[src/design/two_region_event_buffer_core_defines.svh]
// Assertion macros for the event buffer RTL.
`ifndef TWO_REGION_EVENT_BUFFER_CORE_DEFINES_SVH
`define TWO_REGION_EVENT_BUFFER_CORE_DEFINES_SVH

// Same-cycle implication, disabled during reset.
`define TREB_ASSERT_NOW(lbl, ante, cons) \
  lbl: assert property (@(posedge clk) disable iff (rst) (ante) |-> (cons)) \
    else $error("event buffer check failed");

// Next-cycle implication, disabled during reset.
`define TREB_ASSERT_NEXT(lbl, ante, cons) \
  lbl: assert property (@(posedge clk) disable iff (rst) (ante) |=> (cons)) \
    else $error("event buffer check failed");

`endif

[src/design/treb_pkg.sv]
// Shared constants and types for the two-region event buffer.
package treb_pkg;

  localparam int DEPTH = 256;
  localparam int AW    = $clog2(DEPTH);
  localparam int CW    = AW + 1;
  localparam int EW    = 32;
  localparam int IW    = 8;
  localparam int CMDW  = 3;

  localparam int IN_TDATA_W  = 48;
  localparam int OUT_TDATA_W = 56;

  // Command codes on the input stream
  localparam logic [CMDW-1:0] CMD_CLEAR    = 3'd0;
  localparam logic [CMDW-1:0] CMD_APPEND_V = 3'd1;
  localparam logic [CMDW-1:0] CMD_APPEND_P = 3'd2;
  localparam logic [CMDW-1:0] CMD_READ_V   = 3'd3;
  localparam logic [CMDW-1:0] CMD_READ_P   = 3'd4;

  // Internal operation codes after classification
  localparam logic [2:0] OP_NOP      = 3'd0;
  localparam logic [2:0] OP_CLEAR    = 3'd1;
  localparam logic [2:0] OP_APPEND_V = 3'd2;
  localparam logic [2:0] OP_APPEND_P = 3'd3;
  localparam logic [2:0] OP_READ_V   = 3'd4;
  localparam logic [2:0] OP_READ_P   = 3'd5;

  typedef struct packed {
    logic [2:0]    op;
    logic [EW-1:0] data;
    logic [IW-1:0] idx;
  } item_t;

endpackage

[src/design/treb_front.sv]
// Front end: takes input beats, decodes the command, queues work for the back end.
module treb_front (
  input  logic                                 clk,
  input  logic                                 rst,
  input  logic                                 s_tvalid,
  output logic                                 s_tready,
  // cmd[2:0], event_data[34:3], item_index[42:35], zero fill above
  input  logic [treb_pkg::IN_TDATA_W-1:0]      s_tdata,
  output logic                                 item_valid,
  input  logic                                 item_ready,
  output treb_pkg::item_t                      item
);

  treb_pkg::item_t q [2];
  logic            wr_ptr;
  logic            rd_ptr;
  logic [1:0]      count;
  logic            push;
  logic            pop;
  logic [2:0]      op;
  logic [2:0]      cmd;

  assign cmd = s_tdata[2:0];

  always_comb begin
    case (cmd)
      treb_pkg::CMD_CLEAR:    op = treb_pkg::OP_CLEAR;
      treb_pkg::CMD_APPEND_V: op = treb_pkg::OP_APPEND_V;
      treb_pkg::CMD_APPEND_P: op = treb_pkg::OP_APPEND_P;
      treb_pkg::CMD_READ_V:   op = treb_pkg::OP_READ_V;
      treb_pkg::CMD_READ_P:   op = treb_pkg::OP_READ_P;
      default:                op = treb_pkg::OP_NOP;
    endcase
  end

  assign s_tready   = (count != 2'd2);
  assign item_valid = (count != 2'd0);
  assign item       = q[rd_ptr];
  assign push       = s_tvalid && s_tready;
  assign pop        = item_valid && item_ready;

  always_ff @(posedge clk) begin
    if (push) begin
      q[wr_ptr] <= '{op: op, data: s_tdata[34:3], idx: s_tdata[42:35]};
    end
  end

  always_ff @(posedge clk) begin
    if (rst) begin
      wr_ptr <= 1'b0;
      rd_ptr <= 1'b0;
      count  <= 2'd0;
    end else begin
      if (push) wr_ptr <= ~wr_ptr;
      if (pop)  rd_ptr <= ~rd_ptr;
      case ({push, pop})
        2'b10:   count <= count + 2'd1;
        2'b01:   count <= count - 2'd1;
        default: count <= count;
      endcase
    end
  end

endmodule

[config.mk]
export PLATFORM = sky130hd
export DESIGN_NAME = treb_front
export DESIGN_NICKNAME = d
export VERILOG_FILES = /design/src/design/two_region_event_buffer_core_defines.svh /design/src/design/treb_pkg.sv /design/src/design/treb_front.sv
export SDC_FILE = /design/constraint.sdc
export NUM_CORES = 1
export LEC_CHECK = 0
export BUFFER_PORTS_ARGS = -buffer_cell sky130_fd_sc_hd__buf_2
export CAP_MARGIN = 30
export CORE_MARGIN = 10
export CORE_UTILIZATION = 30
export DETAILED_ROUTE_END_ITERATION = 12
export GPL_TIMING_DRIVEN = 0
export HOLD_SLACK_MARGIN = 0.12
export SLEW_MARGIN = 20
export SYNTH_ARGS = -nofsm -noshare
export SYNTH_HDL_FRONTEND = slang
export SYNTH_SLANG_ARGS = --single-unit
[constraint.sdc]
create_clock -name clk -period 1.9 [get_ports clk]
set_input_delay 0.38 -clock clk [delete_from_list [all_inputs] [get_ports clk]]
set_output_delay 0.38 -clock clk [all_outputs]
set_load 0.005 [all_outputs]
Yosys cells after proc, flatten, opt, wreduce, memory -nomap -nowiden
Memory sizes are Yosys's and may differ from the RTL's. A register that Yosys moved wholly into a read port is not among the register bits.
Index checks and enable logic that the tools add are counted.
{ "word_totals": {"regBits": 4, "ramBits": 86, "inputBits": 52, "output_inout_bits": 45, "n_memories": 1} }
{ "classes": {"addsub": 2, "eq_ne": 7, "n_mux": 6, "bitwise_logic": 2, "reduce_logical": 5} }
{ "mem_list": {"columns": ["memory", "depth", "width", "read_ports", "rd_clocked_by_memory_dff", "wr", "line_no", "source"], "rows": [
  ["q", 2, 43, 1, 1, 1, "treb_front.sv:14", "treb_pkg::item_t q [2];"]
]} }
{ "op_table": {"columns": ["operator", "n"], "rows": [
  ["3-bit one-hot mux with 5 select lines", 1],
  ["3-bit by 2-bit equality test with 1-bit output (second input constant)", 2],
  ["1-bit 2-to-1 mux", 4],
  ["2-bit one-hot mux with 2 select lines", 1],
  ["2-bit nonzero test", 2],
  ["3-bit by 1-bit equality test with 1-bit output (second input constant)", 1],
  ["3-bit equality test (second input constant)", 1],
  ["3-bit logical NOT", 1],
  ["2-bit by 1-bit adder with 2-bit output (second input constant)", 1],
  ["2-bit by 1-bit equality test with 1-bit output (second input constant)", 1],
  ["2-bit equality test (second input constant)", 1],
  ["1-bit logical AND", 2],
  ["2-bit != test (second input constant)", 1],
  ["1-bit inverter", 2],
  ["2-bit by 1-bit subtractor with 2-bit output (second input constant)", 1]
]} }

Logic depth before layout (Yosys ltp)
{ "depth": {"depth_word": 4, "depth_mapped": 6, "mapped_depth_nobuf": 6} }

Worst setup path before layout
No wires, ideal clock.
{ "synth_path": {"path_kind": "reg-to-reg", "startpoint": "register count[0]", "endpoint": "memory q[1][0] (netlist bit) (enable)", "setup_ps": 405, "arrival_time_ps": 1690, "required_ps": 1495, "path_slack_ps": -195, "stages_incl_launch_ff": 3, "n_path_buf": 0, "path_cell_list": "dfxtp_1 > nand2b_1 > and3_1"} }
{ "synth_via": {"elab_chain_cells": 4} }
{ "synth_rtl": {"columns": ["element", "line_no", "source"], "rows": [
  ["from (decl)", "treb_front.sv:17", "logic [1:0] count;"],
  ["from (signal assigned)", "treb_front.sv:57", "2'b10: count <= count + 2'd1;"],
  ["from (signal assigned)", "treb_front.sv:58", "2'b01: count <= count - 2'd1;"],
  ["from (signal assigned)", "treb_front.sv:59", "default: count <= count;"],
  ["2-bit != test", "treb_front.sv:36", "assign s_tready = (count != 2'd2);"],
  ["via s_tready", "treb_front.sv:6", "output logic s_tready,"],
  ["1-bit logical AND", "treb_front.sv:39", "assign push = s_tvalid && s_tready;"],
  ["1-bit 2-to-1 mux", "treb_front.sv:43", "if (push) begin"],
  ["1-bit 2-to-1 mux (implied by the code)", "treb_front.sv:44", "q[wr_ptr] <= '{op: op, data: s_tdata[34:3], idx: s_tdata[42:35]};"],
  ["to (decl)", "treb_front.sv:14", null]
]} }
The timed path passes the listed nets, and every way through them passes these cells.

==> metrics <==
status completed; die width 125.6 um; PwrDens 1267 mW/mm^2; post-DR vias/cell 4.233; worst setup path class register to primary output; part of the power in the clock network 23.9%; Synthesized Nets 218; HPWL Detailed 4.801 mm; TritonCTS clock tree done; multi-input logic area 638.1 um^2; vias in the first global route 1,982; clk_lat worst skew 0.35 ns; cells along the critical path buf_6, buf_8, mux2_2, buf_2; synthesized area 0.003348 mm^2; Yosys top cell by area edfxtp_1; Core Box Area 0.01089 mm^2; Residual DRC 0; Hold Path Depth 1; clock buffer depth 2; Max-slew headroom 69.62%; Syn-to-layout area delta 27.91%; Pleak 0.001588 uW; RSZ-0062 raised after global routing true; Antenna Violating Nets Remaining 0; Slew Limit Fails 0; Post-Synthesis Cells 165; wire length per cell 16.23 um; Synth Register Bits 91; GRT Resource Usage Total 8.674%; hold_buf cts 0; H-tree levels 3; number of max-cap violations 0; CP arrival 1.45 ns; CP Max Fanout 10; final instance area 0.004283 mm^2; Initial Util 30.75%; WP buf/inv 3; die area 0.01579 mm^2; Hold Path Class primary input to register; post-layout util 39.34%; cts bufs inserted 9; Final setup viols 0; worst-margin pin slew 0.4557 ns; CTS sink cnt 91; global-route wire length before repair 10.54 mm; PortBufs 91; Avg Inst Size Synth 20.29 um^2; critical path's slowest cell mux2_2; worst r2r path cells 3; share of Yosys cell area claimed by the top area cell type 77.13%; Iteration-0 DRC Markers 66; initial antenna violation count 0; Crit path required time 1.52 ns; r2r endpoint q[1][12]; Power Internal 4033 uW; YS warnings 0; area post-placement 0.004024 mm^2; Yosys cell types 19; Worst Min Path Start s_tdata[34]; VDD IR max 637.5 uV; Clock Skews 0.01159 ns; Die H 125.6 um; fmax 547.7 MHz; cell family with most CP delay buffers and inverters; fillers 1,041; CP Launch Type register; sequential cell area 0.002683 mm^2; CP max stage delay 0.34 ns; Period Utilization, post-route 96.10%; worst hold endpoint q[0][39]; root buf cell clkbuf_8; power share of the combinational group 27.9%; Sw Ratio 25.67%; synth top area cells edfxtp_1 (77%), mux2_2 (14%), dfxtp_1 (3.0%); clk slew on worst S/H paths 0.09 ns; n_diodes 0; post-synthesis sequential area ratio 80.12%; final hold vios 0; Std-Cell Rows 38; NumNets Final 324; switching power 1393 uW; GRT overflow 0; First-pass DRT Iterations 4; r2r setup slk 0.20 ns; worst r2r src count[0]; vias 1,761; I/O pins 97; placer congestion estimate 0.6711; largest net degree at the start of global routing 28; share of cells above drive strength 1 57.97%; post-layout min period 1.826 ns; Detailed Route WL 6.751 mm; Final Power 5426 uW; sequential share of power 48.2%; Crit. End Element primary output
-- how the worst max path moves through the flow --
stage	endpoint	depth (start not counted)
floorplan	q[0][0]	3
global placement	q[0][16]	3
detailed placement	q[0][16]	4
CTS	item[40]	4
global route	item[21]	4
finish	item[40]	4
-- layout by cell type (no fill, tap or decap) --
cell type | Yosys | layout
nor2_1 | 5 | 5
mux2_2 | 43 | 43
ha_1 | 1 | 1
clkinv_2 | 0 | 1
dfxtp_1 | 5 | 5
o21a_1 | 1 | 1
buf_8 | 0 | 4
nand2b_1 | 1 | 1
nand2_1 | 3 | 3
or3_1 | 1 | 1
or2_2 | 1 | 1
buf_4 | 0 | 2
xnor2_1 | 3 | 3
edfxtp_1 | 86 | 86
buf_12 | 0 | 2
bufinv_16 | 0 | 1
nand3b_1 | 1 | 1
o21ai_0 | 2 | 2
xor2_1 | 1 | 1
and3_2 | 0 | 1
clkbuf_1 | 0 | 3
buf_6 | 0 | 1
clkinvlp_4 | 0 | 1
a21oi_1 | 3 | 3
buf_2 | 5 | 91
a21bo_2 | 1 | 1
clkbuf_8 | 0 | 11
-- routing by layer --
layer  global-route usage [%]  vias to the layer above  routed length [um]
li1                         -                      849                   -
met1                    9.121                      847                2638
met2                    14.49                       55                3477
met3                    3.523                       10                 524
met4                    4.878                        0                 110
met5                        0                        -                   0
-- Yosys cell counts, drive strengths merged --
cell and number:
a21bo 1, a21oi 3, and3 1, buf 5, dfxtp 5, edfxtp 86
ha 1, inv 1, mux2 43, nand2 3, nand2b 1, nand3b 1
nor2 5, o21a 1, o21ai 2, or2 1, or3 1, xnor2 3
xor2 1
-- through the flow --
step | setup TNS (ns) | hold WS (ns) | worst slack, ns | std cells
after global routing | -0.04880 | 0.1871 | -0.009838 | 416
after floorplan | 0 | 0.4491 | 0.1884 | 165
after global placement | -12.83 | 0.4951 | -0.2462 | 396
after detailed placement | 0 | 0.5011 | 0.1258 | 398
final | 0 | 0.2109 | 0.07408 | 416
after CTS | -0.03037 | 0.1850 | -0.008785 | 414
-- timing repair --
action | in CTS | in global routing
pin swaps | 0 | 0
gates resized for setup | 9 | 5
hold endpoints to repair | 0 | 0
buffers inserted | 0 | 2
setup endpoints to repair | 40 | 59
-- flip-flops by register name, summed over array words and instances (netlist names), named ones only --
| name | cells |
|---|---|
| count | 2 |
| q | 86 |
| rd_ptr | 1 |
| wr_ptr | 1 |
-- final cells by class --
class,instances,share of cell area [%]
Clock inverter,2,0.8180
Multi-Input combinational cell,68,14.90
Timing Repair Buffer,95,11.92
Sequential cell,91,62.64
Tap cell,140,4.090
Clock buffer,14,3.798
Buffer,5,1.665
Inverter,1,0.1753
-- power by group through the flow --
stage | logic [uW] | registers, uW | clock network, uW
floorplan | 828 | 2640 | 0
global placement | 1400 | 2650 | 0
detailed placement | 1460 | 2660 | 0
CTS | 1520 | 2620 | 1360
global route | 1690 | 2640 | 1440
finish | 1510 | 2610 | 1300
-- kinds of logic (layout without fill, tap and decap cells) --
| family | Yosys count | in the layout | share of synthesized area, % |
|---|---|---|---|
| compound gates | 7 | 7 | 1.271 |
| xor+xnor | 4 | 4 | 1.047 |
| fa+ha+maj | 1 | 1 | 0.3736 |
| buf+inv | 6 | 117 | 0.8593 |
| flops | 91 | 91 | 80.12 |
| mux | 43 | 43 | 14.46 |
| simple gates | 13 | 13 | 1.869 |
No activity file was read; power rests on OpenSTA's default activity.
